==> src/rtl/core/hed_pkg.sv <==
package hed_pkg;

    localparam int LookaheadDef = 12;
    localparam int NameCount    = 36;
    localparam int NameMax      = 6;

    localparam logic [7:0] ChAmp   = 8'h26;
    localparam logic [7:0] ChSemi  = 8'h3B;
    localparam logic [7:0] ChHash  = 8'h23;
    localparam logic [7:0] ChXLow  = 8'h78;
    localparam logic [7:0] ChXUp   = 8'h58;
    localparam logic [31:0] CpMax  = 32'h0010_FFFF;

    typedef struct packed {
        logic [7:0] in_byte;
        logic       in_last;
    } t_in;

    typedef struct packed {
        logic [7:0] out_byte;
        logic       run_last;
        logic       text_end;
    } t_out;

    typedef enum logic [1:0] {
        ESEL_FLUSH = 2'd0,
        ESEL_FRESH = 2'd1,
        ESEL_UTF   = 2'd2
    } t_esel;

    typedef struct packed {
        logic  capture;
        logic  open_ref;
        logic  store;
        logic  close;
        logic  decode;
        logic  emit;
        t_esel sel;
        logic  final_item;
        logic  idx_inc;
        logic  idx_clr;
    } t_cmd;

    typedef struct packed {
        logic pending;
        logic last;
        logic is_amp;
        logic is_semi;
        logic is_end;
        logic flush_done;
        logic utf_done;
        logic cp_ok;
        logic out_free;
    } t_sts;

    typedef struct packed {
        logic        found;
        logic [20:0] code;
    } t_name_hit;

    // Names are right aligned: the first character sits in the highest used byte.
    localparam logic [47:0] NameText [NameCount] = '{
        48'("amp"), 48'("lt"), 48'("gt"), 48'("quot"), 48'("apos"), 48'("nbsp"),
        48'("rsquo"), 48'("lsquo"), 48'("rdquo"), 48'("ldquo"), 48'("ndash"),
        48'("mdash"), 48'("hellip"), 48'("reg"), 48'("trade"), 48'("copy"),
        48'("bull"), 48'("middot"), 48'("deg"), 48'("eacute"), 48'("euro"),
        48'("pound"), 48'("cent"), 48'("sect"), 48'("para"), 48'("times"),
        48'("frac12"), 48'("shy"), 48'("ensp"), 48'("emsp"), 48'("thinsp"),
        48'("zwnj"), 48'("zwj"), 48'("iexcl"), 48'("laquo"), 48'("raquo")
    };

    localparam logic [2:0] NameLen [NameCount] = '{
        3'd3, 3'd2, 3'd2, 3'd4, 3'd4, 3'd4, 3'd5, 3'd5, 3'd5, 3'd5, 3'd5, 3'd5,
        3'd6, 3'd3, 3'd5, 3'd4, 3'd4, 3'd6, 3'd3, 3'd6, 3'd4, 3'd5, 3'd4, 3'd4,
        3'd4, 3'd5, 3'd6, 3'd3, 3'd4, 3'd4, 3'd6, 3'd4, 3'd3, 3'd5, 3'd5, 3'd5
    };

    localparam logic [20:0] NameCode [NameCount] = '{
        21'h26, 21'h3C, 21'h3E, 21'h22, 21'h27, 21'hA0, 21'h2019, 21'h2018,
        21'h201D, 21'h201C, 21'h2013, 21'h2014, 21'h2026, 21'hAE, 21'h2122,
        21'hA9, 21'h2022, 21'hB7, 21'hB0, 21'hE9, 21'h20AC, 21'hA3, 21'hA2,
        21'hA7, 21'hB6, 21'hD7, 21'hBD, 21'hAD, 21'h2002, 21'h2003, 21'h2009,
        21'h200C, 21'h200D, 21'hA1, 21'hAB, 21'hBB
    };

    // win holds body byte j at win[8*j +: 8].
    function automatic t_name_hit name_lookup(input logic [47:0] win, input logic [7:0] len);
        t_name_hit hit;
        logic      match;
        int        nl;
        hit = '0;
        for (int k = 0; k < NameCount; k++) begin
            nl    = int'(NameLen[k]);
            match = (len == 8'(NameLen[k]));
            for (int j = 0; j < NameMax; j++) begin
                if (j < nl && win[8*j +: 8] != NameText[k][8*(nl-1-j) +: 8]) begin
                    match = 1'b0;
                end
            end
            if (match) begin
                hit.found = 1'b1;
                hit.code  = NameCode[k];
            end
        end
        return hit;
    endfunction

    function automatic logic is_white(input logic [7:0] c);
        return c == 8'h20 || c == 8'h09 || c == 8'h0A || c == 8'h0B
            || c == 8'h0C || c == 8'h0D;
    endfunction

endpackage

==> src/rtl/core/html_entity_decoder.sv <==
// Streaming HTML character reference decoder with UTF-8 output. One item is
// taken at a time: a plain byte is passed on, a byte held in an open reference
// is stored, a reference ended early by an ampersand, whitespace or a full body
// and a semicolon that fails to decode both flush the ampersand and the held
// bytes, and a decoded reference goes out as its UTF-8 bytes. An item that ends
// the stream with a reference still open flushes the held bytes as well. The
// controller moves one output byte per cycle through a single output register
// while the output does not stall.
module html_entity_decoder #(
    parameter int Lookahead = hed_pkg::LookaheadDef
) (
    input  logic          i_clk,
    input  logic          i_rst_n,
    input  logic          i_in_valid,
    input  hed_pkg::t_in  i_in_data,
    output logic          o_in_stall,
    output logic          o_out_valid,
    output hed_pkg::t_out o_out_data,
    input  logic          i_out_stall
);

    hed_pkg::t_cmd cmd;
    hed_pkg::t_sts sts;

    hed_ctrl u_ctrl (
        .i_clk      (i_clk),
        .i_rst_n    (i_rst_n),
        .i_in_valid (i_in_valid),
        .i_sts      (sts),
        .o_cmd      (cmd),
        .o_in_stall (o_in_stall)
    );

    hed_dp #(
        .Lookahead (Lookahead)
    ) u_dp (
        .i_clk       (i_clk),
        .i_rst_n     (i_rst_n),
        .i_in_data   (i_in_data),
        .i_cmd       (cmd),
        .i_out_stall (i_out_stall),
        .o_sts       (sts),
        .o_out_valid (o_out_valid),
        .o_out_data  (o_out_data)
    );

    a_one_item: assert property (@(posedge i_clk) disable iff (!i_rst_n)
        (i_in_valid && !o_in_stall) |=> o_in_stall)
        else $error("a second item was taken while one was in work");

    a_emit_free: assert property (@(posedge i_clk) disable iff (!i_rst_n)
        cmd.emit |-> sts.out_free)
        else $error("output register loaded while its byte was still stalled");

    a_end_is_last: assert property (@(posedge i_clk) disable iff (!i_rst_n)
        (o_out_valid && o_out_data.text_end) |-> o_out_data.run_last)
        else $error("stream end marked on a byte that does not end its item");

endmodule

==> src/rtl/core/hed_ctrl.sv <==
module hed_ctrl (
    input  logic          i_clk,
    input  logic          i_rst_n,
    input  logic          i_in_valid,
    input  hed_pkg::t_sts i_sts,
    output hed_pkg::t_cmd o_cmd,
    output logic          o_in_stall
);

    typedef enum logic [5:0] {
        ST_IDLE   = 6'b000001,
        ST_EVAL   = 6'b000010,
        ST_DECODE = 6'b000100,
        ST_UTF    = 6'b001000,
        ST_FLUSH  = 6'b010000,
        ST_FRESH  = 6'b100000
    } t_state;

    t_state r_state, n_state;
    logic   r_fresh, n_fresh;

    always_ff @(posedge i_clk) begin
        if (!i_rst_n) begin
            r_state <= ST_IDLE;
            r_fresh <= 1'b0;
        end else begin
            r_state <= n_state;
            r_fresh <= n_fresh;
        end
    end

    always_comb begin
        n_state    = r_state;
        n_fresh    = r_fresh;
        o_cmd      = '0;
        o_cmd.sel  = hed_pkg::ESEL_FLUSH;
        o_in_stall = (r_state != ST_IDLE);
        unique case (r_state)
            ST_IDLE: begin
                if (i_in_valid) begin
                    o_cmd.capture = 1'b1;
                    n_state       = ST_EVAL;
                end
            end
            ST_EVAL: begin
                if (!i_sts.pending) begin
                    n_state = ST_FRESH;
                end else if (i_sts.is_semi) begin
                    n_state = ST_DECODE;
                end else if (i_sts.is_end) begin
                    n_fresh = 1'b1;
                    n_state = ST_FLUSH;
                end else begin
                    o_cmd.store = 1'b1;
                    n_fresh     = 1'b0;
                    n_state     = i_sts.last ? ST_FLUSH : ST_IDLE;
                end
            end
            ST_DECODE: begin
                o_cmd.decode = 1'b1;
                n_state      = ST_UTF;
            end
            ST_UTF: begin
                if (!i_sts.cp_ok) begin
                    n_fresh = 1'b1;
                    n_state = ST_FLUSH;
                end else if (i_sts.out_free) begin
                    o_cmd.emit       = 1'b1;
                    o_cmd.sel        = hed_pkg::ESEL_UTF;
                    o_cmd.final_item = i_sts.utf_done;
                    if (i_sts.utf_done) begin
                        o_cmd.close   = 1'b1;
                        o_cmd.idx_clr = 1'b1;
                        n_state       = ST_IDLE;
                    end else begin
                        o_cmd.idx_inc = 1'b1;
                    end
                end
            end
            ST_FLUSH: begin
                if (i_sts.out_free) begin
                    o_cmd.emit       = 1'b1;
                    o_cmd.sel        = hed_pkg::ESEL_FLUSH;
                    // The last held byte ends the item unless the ending byte still goes out.
                    o_cmd.final_item = i_sts.flush_done
                        && (!r_fresh || (i_sts.is_amp && !i_sts.last));
                    if (i_sts.flush_done) begin
                        o_cmd.close   = 1'b1;
                        o_cmd.idx_clr = 1'b1;
                        n_state       = r_fresh ? ST_FRESH : ST_IDLE;
                    end else begin
                        o_cmd.idx_inc = 1'b1;
                    end
                end
            end
            ST_FRESH: begin
                if (i_sts.is_amp) begin
                    o_cmd.open_ref = 1'b1;
                    n_fresh        = 1'b0;
                    n_state        = i_sts.last ? ST_FLUSH : ST_IDLE;
                end else if (i_sts.out_free) begin
                    o_cmd.emit       = 1'b1;
                    o_cmd.sel        = hed_pkg::ESEL_FRESH;
                    o_cmd.final_item = 1'b1;
                    n_state          = ST_IDLE;
                end
            end
            default: begin
                n_state = ST_IDLE;
            end
        endcase
    end

endmodule

==> src/rtl/core/hed_dp.sv <==
module hed_dp #(
    parameter int Lookahead = hed_pkg::LookaheadDef
) (
    input  logic          i_clk,
    input  logic          i_rst_n,
    input  hed_pkg::t_in  i_in_data,
    input  hed_pkg::t_cmd i_cmd,
    input  logic          i_out_stall,
    output hed_pkg::t_sts o_sts,
    output logic          o_out_valid,
    output hed_pkg::t_out o_out_data
);

    localparam int BodyMax = Lookahead - 2;
    localparam int SW      = $clog2(BodyMax);
    localparam int CW      = $clog2(BodyMax + 1);

    logic [7:0]    r_c;
    logic          r_last;
    logic          r_pending;
    logic [7:0]    r_store [BodyMax];
    logic [CW-1:0] r_count;
    logic [CW-1:0] r_idx;
    logic [31:0]   r_dec;
    logic [31:0]   r_hex;
    logic          r_dec_ok;
    logic          r_hex_ok;
    logic [20:0]   r_cp;
    logic          r_cp_ok;
    logic          r_out_valid;
    hed_pkg::t_out r_out;

    logic          c_digit;
    logic          c_hex;
    logic [3:0]    c_hval;
    logic [47:0]   name_win;
    hed_pkg::t_name_hit name_hit;
    logic          n_cp_ok;
    logic [20:0]   n_cp;
    logic [31:0]   num_v;
    logic          num_ok;
    logic [2:0]    utf_len;
    logic [7:0]    utf_byte;
    logic [7:0]    flush_byte;
    logic [7:0]    emit_byte;
    logic          out_free;

    always_comb begin
        c_digit = (r_c >= 8'h30 && r_c <= 8'h39);
        c_hval  = 4'd0;
        c_hex   = 1'b1;
        if (c_digit) begin
            c_hval = r_c[3:0];
        end else if ((r_c >= 8'h61 && r_c <= 8'h66) || (r_c >= 8'h41 && r_c <= 8'h46)) begin
            c_hval = 4'(r_c[2:0] + 3'd1) + 4'd8;
        end else begin
            c_hex = 1'b0;
        end
    end

    for (genvar j = 0; j < hed_pkg::NameMax; j++) begin : g_win
        if (j < BodyMax) begin : g_on
            assign name_win[8*j +: 8] = r_store[j];
        end else begin : g_off
            assign name_win[8*j +: 8] = 8'h00;
        end
    end

    always_comb begin
        name_hit = hed_pkg::name_lookup(name_win, 8'(r_count));
        n_cp_ok  = 1'b0;
        n_cp     = name_hit.code;
        num_v    = r_dec;
        num_ok   = r_dec_ok;
        if (r_store[1] == hed_pkg::ChXLow || r_store[1] == hed_pkg::ChXUp) begin
            num_v  = r_hex;
            num_ok = r_hex_ok && (r_count >= CW'(3));
        end
        if (r_count == '0) begin
            n_cp_ok = 1'b0;
        end else if (r_store[0] == hed_pkg::ChHash) begin
            n_cp_ok = (r_count >= CW'(2)) && num_ok && (num_v != '0)
                && (num_v <= hed_pkg::CpMax);
            n_cp    = num_v[20:0];
        end else begin
            n_cp_ok = name_hit.found;
        end
    end

    always_comb begin
        if (r_cp < 21'h80) begin
            utf_len = 3'd1;
        end else if (r_cp < 21'h800) begin
            utf_len = 3'd2;
        end else if (r_cp < 21'h10000) begin
            utf_len = 3'd3;
        end else begin
            utf_len = 3'd4;
        end
        utf_byte = {2'b10, r_cp[5:0]};
        case ({utf_len, r_idx[1:0]})
            {3'd1, 2'd0}: utf_byte = {1'b0, r_cp[6:0]};
            {3'd2, 2'd0}: utf_byte = {3'b110, r_cp[10:6]};
            {3'd3, 2'd0}: utf_byte = {4'b1110, r_cp[15:12]};
            {3'd3, 2'd1}: utf_byte = {2'b10, r_cp[11:6]};
            {3'd4, 2'd0}: utf_byte = {5'b11110, r_cp[20:18]};
            {3'd4, 2'd1}: utf_byte = {2'b10, r_cp[17:12]};
            {3'd4, 2'd2}: utf_byte = {2'b10, r_cp[11:6]};
            default:      utf_byte = {2'b10, r_cp[5:0]};
        endcase
    end

    assign flush_byte = (r_idx == '0) ? hed_pkg::ChAmp : r_store[SW'(r_idx - CW'(1))];

    always_comb begin
        case (i_cmd.sel)
            hed_pkg::ESEL_FRESH: emit_byte = r_c;
            hed_pkg::ESEL_UTF:   emit_byte = utf_byte;
            default:             emit_byte = flush_byte;
        endcase
    end

    assign out_free = !r_out_valid || !i_out_stall;

    always_ff @(posedge i_clk) begin
        if (!i_rst_n) begin
            r_pending   <= 1'b0;
            r_count     <= '0;
            r_idx       <= '0;
            r_out_valid <= 1'b0;
            r_cp_ok     <= 1'b0;
        end else begin
            if (i_cmd.open_ref) begin
                r_pending <= 1'b1;
                r_count   <= '0;
            end else if (i_cmd.close) begin
                r_pending <= 1'b0;
                r_count   <= '0;
            end else if (i_cmd.store) begin
                r_count <= r_count + CW'(1);
            end
            if (i_cmd.idx_clr) begin
                r_idx <= '0;
            end else if (i_cmd.idx_inc) begin
                r_idx <= r_idx + CW'(1);
            end
            if (i_cmd.decode) begin
                r_cp_ok <= n_cp_ok;
            end
            if (i_cmd.emit) begin
                r_out_valid <= 1'b1;
            end else if (!i_out_stall) begin
                r_out_valid <= 1'b0;
            end
        end
    end

    always_ff @(posedge i_clk) begin
        if (i_cmd.capture) begin
            r_c    <= i_in_data.in_byte;
            r_last <= i_in_data.in_last;
        end
        if (i_cmd.open_ref) begin
            r_dec    <= '0;
            r_hex    <= '0;
            r_dec_ok <= 1'b1;
            r_hex_ok <= 1'b1;
        end else if (i_cmd.store) begin
            r_store[SW'(r_count)] <= r_c;
            if (r_count >= CW'(1)) begin
                r_dec    <= (r_dec << 3) + (r_dec << 1) + {28'd0, c_digit ? r_c[3:0] : 4'd0};
                r_dec_ok <= r_dec_ok && c_digit;
            end
            if (r_count >= CW'(2)) begin
                r_hex    <= {r_hex[27:0], c_hval};
                r_hex_ok <= r_hex_ok && c_hex;
            end
        end
        if (i_cmd.decode) begin
            r_cp <= n_cp;
        end
        if (i_cmd.emit) begin
            r_out.out_byte <= emit_byte;
            r_out.run_last <= i_cmd.final_item;
            r_out.text_end <= i_cmd.final_item && r_last;
        end
    end

    always_comb begin
        o_sts.pending    = r_pending;
        o_sts.last       = r_last;
        o_sts.is_amp     = (r_c == hed_pkg::ChAmp);
        o_sts.is_semi    = (r_c == hed_pkg::ChSemi);
        o_sts.is_end     = (r_c == hed_pkg::ChAmp) || hed_pkg::is_white(r_c)
            || (r_count >= CW'(BodyMax));
        o_sts.flush_done = (r_idx == r_count);
        o_sts.utf_done   = (r_idx == CW'(utf_len - 3'd1));
        o_sts.cp_ok      = r_cp_ok;
        o_sts.out_free   = out_free;
    end

    assign o_out_valid = r_out_valid;
    assign o_out_data  = r_out;

endmodule
==> config.mk <==
export PLATFORM = sky130hd
export DESIGN_NAME = html_entity_decoder
export DESIGN_NICKNAME = d
export VERILOG_FILES = /design/src/rtl/core/hed_pkg.sv /design/src/rtl/core/html_entity_decoder.sv /design/src/rtl/core/hed_ctrl.sv /design/src/rtl/core/hed_dp.sv
export SDC_FILE = /design/constraint.sdc
export NUM_CORES = 1
export LEC_CHECK = 0
export ABC_AREA = 0
export BUFFER_PORTS_ARGS = -buffer_cell sky130_fd_sc_hd__buf_2
export CAP_MARGIN = 25
export CORE_MARGIN = 2
export CORE_UTILIZATION = 50
export CTS_CLUSTER_DIAMETER = 200
export DETAILED_ROUTE_END_ITERATION = 8
export PLACE_DENSITY = 0.72
export SYNTH_ARGS = -nofsm -noshare
export SYNTH_HDL_FRONTEND = slang
export SYNTH_HIERARCHICAL = 1
export SYNTH_SLANG_ARGS = --single-unit
==> constraint.sdc <==
create_clock -name i_clk -period 7.1 [get_ports i_clk]
set_clock_uncertainty 0.2 [all_clocks]
set_input_delay 0.71 -clock i_clk [delete_from_list [all_inputs] [get_ports i_clk]]
set_output_delay 0.71 -clock i_clk [all_outputs]
set_load 0.03 [all_outputs]
==> out/metrics.yaml <==
placement:
  placed_cell_area_um2: 14900
  post-place-ws_ns: 2.133
  globalplace.congestion: 0.9159
  io_buffers: 24
  dpl.hpwl_um: 28560
timing:
  worst_pin_slew_ns: 1.009
  hold_slack_ns: 0.1511
  layout_setup_ws_ns: 2.115
  post-route-period-util_pct: 70.21
  maxSlewHeadroom_pct: 32.54
  final-max-slew-violation-count: 0
  clock.fmax_mhz: 200.6
  min_period_ns: 4.985
  tns_ns: 0
  hold_viol_final: 0
  rsz0062_at_grt: "no"
  setup_viol_count_final: 0
logic_synthesis:
  muxShareOfSynthArea_pct: 7.050
  synth-seq-cells: 252
  ys_warn_count: 6
  syn_nets: 1463
  synth_seq_area_share_pct: 46.74
  ys_top_cells_by_area: "edfxtp_1 (35%), dfxtp_1 (12%), ha_1 (6.6%)"
  synth_area_um2: 14390
  synth_compound_area_share_pct: 12.08
  synth_top_area_share_pct: 35.05
  synthSimpleGateAreaFrac_pct: 22.27
  synth-edff-count: 168
  synthAdderAreaFrac_pct: 6.955
  synthFlopType: "edfxtp_1"
  synth_xor_area_share_pct: 2.312
  avgSynthCellArea_um2: 10.49
  synthCells: 1372
  synth_area_leader_cell: "edfxtp_1"
  synth_async_sr_flop_share_pct: 0
  synth_top_family_by_area: "simple AND/OR/NAND/NOR gates"
  ys_types: 106
global_route:
  grt_pass1_vias: 10793
  gr-usage-all-layers_pct: 26.80
  grt_pass1_wl_um: 63720
  grt-ovfl-total: 0
  grt_max_degree: 62
  grt_antenna_before_repair: 0
clock_network:
  cts_setup_buffers: 0
  cts_tree: "yes"
  clk_latency_ns: 0.53
  ctsResizeCount: 0
  cts_sinks: 252
  holdBufCountCts: 0
  cts.path.max_buffers: 3
  root_buffer: "clkbuf_16"
  cts_buffers: 27
  htree_levels: 1
  clk_pin_slew_ns: 0.06
hold_path:
  hold_class: "in2reg"
  hp-start: "i_in_data[4]"
run:
  cap_violations: 0
die:
  start_util_pct: 50.42
  io_pins: 25
  dieArea_um2: 30160
  die_x_um: 173.7
  dieHeight_um: 173.7
  core_region_area_um2: 28550
  placement_rows: 62
worst_setup_path:
  worstSetupStartpointType: "flip-flop"
  cp.required_ns: 7.37
  arrival_ns: 5.26
  worstPathCellList: "ha_1 > o21bai_1 > nor3_1 > fa_1 > ha_1 > a21o_1 > a21oi_1 > o21ai_0 > a21oi_1 > nor4_1 > o21ai_0 > a2111o_1 > nand3_1"
  end_kind: "flip-flop"
  cp_top_family: "compound AO/OA/AOI/OAI gates"
  critPathLaunch: "u_dp/r_c[0]$_DFFE_PP_"
  crit_type: "reg2reg"
  critPathSlowestCell: "edfxtp_1"
  worst-path-buf-inv: 0
  max_stage_delay_ns: 0.85
  r2r-start: "u_dp/r_c[0]$_DFFE_PP_"
  crit_fanout: 24
layout:
  synthToLayoutAreaGrowth_pct: 10.01
  fin_area_um2: 15830
  fill_cells: 2438
  layout.core_utilization_pct: 55.47
  diodes: 0
  nets: 1474
  drive_gt1_share_pct: 12.11
drt:
  first_pass_iters: 5
  drc_errors: 0
  vias: 11572
  wl_um: 40200
  viasPerCell: 6.472
  wire_per_inst_um: 22.48
  drtIter0Drc: 1350
  final_antenna_net_count: 0
power_and_ir_drop:
  ir_drop_uv: 187.5
  power.leakage_uw: 0.005629
  power_density_nw_per_um2: 208.9
status:
  status: "completed"
-- power breakdown --
| part | total [uW] | internal [uW] | switching, uW |
|---|---|---|---|
| clock network | 1430 | 820 | 607 |
| registers | 1680 | 1630 | 58.0 |
| logic | 197 | 67.3 | 130 |
| total | 3310 | 2510 | 795 |
-- cell type report --
cell class                      count  area, um2  share of cell area, %
Timing Repair Buffer               42      279.0                  1.762
Inverter                           31      116.4                 0.7349
Tap cell                          384      480.5                  3.034
Multi-Input combinational cell   1029       7316                  46.20
Sequential cell                   252       6728                  42.49
Clock inverter                     22      235.2                  1.486
Clock buffer                       28      679.4                  4.291
-- cells in the final DEF, fill, tap and decap left out, types with 20 or more instances in the layout --
| cell type | count |
|---|---|
| inv_1 | 30 |
| clkbuf_16 | 27 |
| nor2_1 | 86 |
| a21oi_1 | 93 |
| dfxtp_1 | 83 |
| nor4_1 | 33 |
| nor3_1 | 41 |
| edfxtp_1 | 168 |
| o21ai_0 | 42 |
| and2_1 | 20 |
| nand2_1 | 189 |
| nand4_1 | 26 |
| ha_1 | 76 |
| mux4_2 | 33 |
| nand3_1 | 46 |
| buf_2 | 24 |
-- final timing paths --
| kind | endpoint | slack [ns] | cells after the start |
|---|---|---|---|
| max | u_dp/r_dec[29]$_SDFFE_PP0P_ | 2.12 | 13 |
| min | u_dp/r_c[3]$_DFFE_PP_ | 0.15 | 1 |
| max reg2reg | u_dp/r_dec[29]$_SDFFE_PP0P_ | 2.12 | 13 |
| min reg2reg | u_dp/r_hex[31]$_SDFFE_PP0P_ | 0.26 | 2 |
-- metal layers --
layer	global-route usage (%)	routed length, um	vias to the layer above	share of wire (%)
met5	0	0	-	0
met4	7.668	1092	0	2.7
met3	3.728	3409	86	8.5
met2	40.78	17840	571	44
met1	40.15	17860	5623	44
li1	-	-	5292	-
-- sequential cells by signal, indices dropped and copies added, names as in the netlist, 6 cells and up --
register         count
u_ctrl/r_state       6
u_dp/o_out_data     10
u_dp/r_c             8
u_dp/r_cp           21
u_dp/r_dec          32
u_dp/r_hex          32
u_dp/r_store       128
-- worst reg2reg max path, cell delays in order (launching register included) --
cell and delay (ns):
edfxtp_1 0.85, ha_1 0.33, o21bai_1 0.11, nor3_1 0.40, fa_1 0.55, ha_1 0.31
a21o_1 0.10, a21oi_1 0.10, o21ai_0 0.42, a21oi_1 0.24, nor4_1 0.61, o21ai_0 0.23
a2111o_1 0.40, nand3_1 0.08
-- synth_stat cells (6+ instances only) --
cell type	count
o21a_1	9
nor3_1	41
nand4_1	26
inv_1	30
or2_2	8
nor2_1	87
mux4_2	33
nand2_1	189
nand4bb_1	7
o22ai_1	11
or4_1	8
a31oi_1	7
or3_1	14
xnor2_1	19
nand3b_1	10
buf_4	6
o211ai_1	6
nand3_1	46
o21ai_0	43
a21o_1	18
mux2_2	7
and3_1	11
clkbuf_1	41
ha_1	76
nor4_1	33
nor2b_1	13
a21oi_1	93
nand2b_1	10
nand4b_1	10
and2_1	20
nor4b_1	11
mux2i_1	14
dfxtp_1	84
edfxtp_1	168
and4_1	7
xor2_1	19
-- stage by stage --
stage | power (uW) | instances
after detailed placement | 1907 | 1736
after global placement | 1898 | 1734
after global routing | 3407 | 1788
final | 3307 | 1788
after floorplan | 1825 | 1372
after CTS | 3319 | 1786
-- cells by family after synthesis --
kind of cell | Yosys count
buffers and inverters | 91
AND/OR/NAND/NOR | 591
XOR/XNOR | 38
AO/OA/AOI/OAI | 265
multiplexers | 56
flip-flops | 252
adder cells (fa/ha/maj) | 79
(Power assumes the default switching activity.)
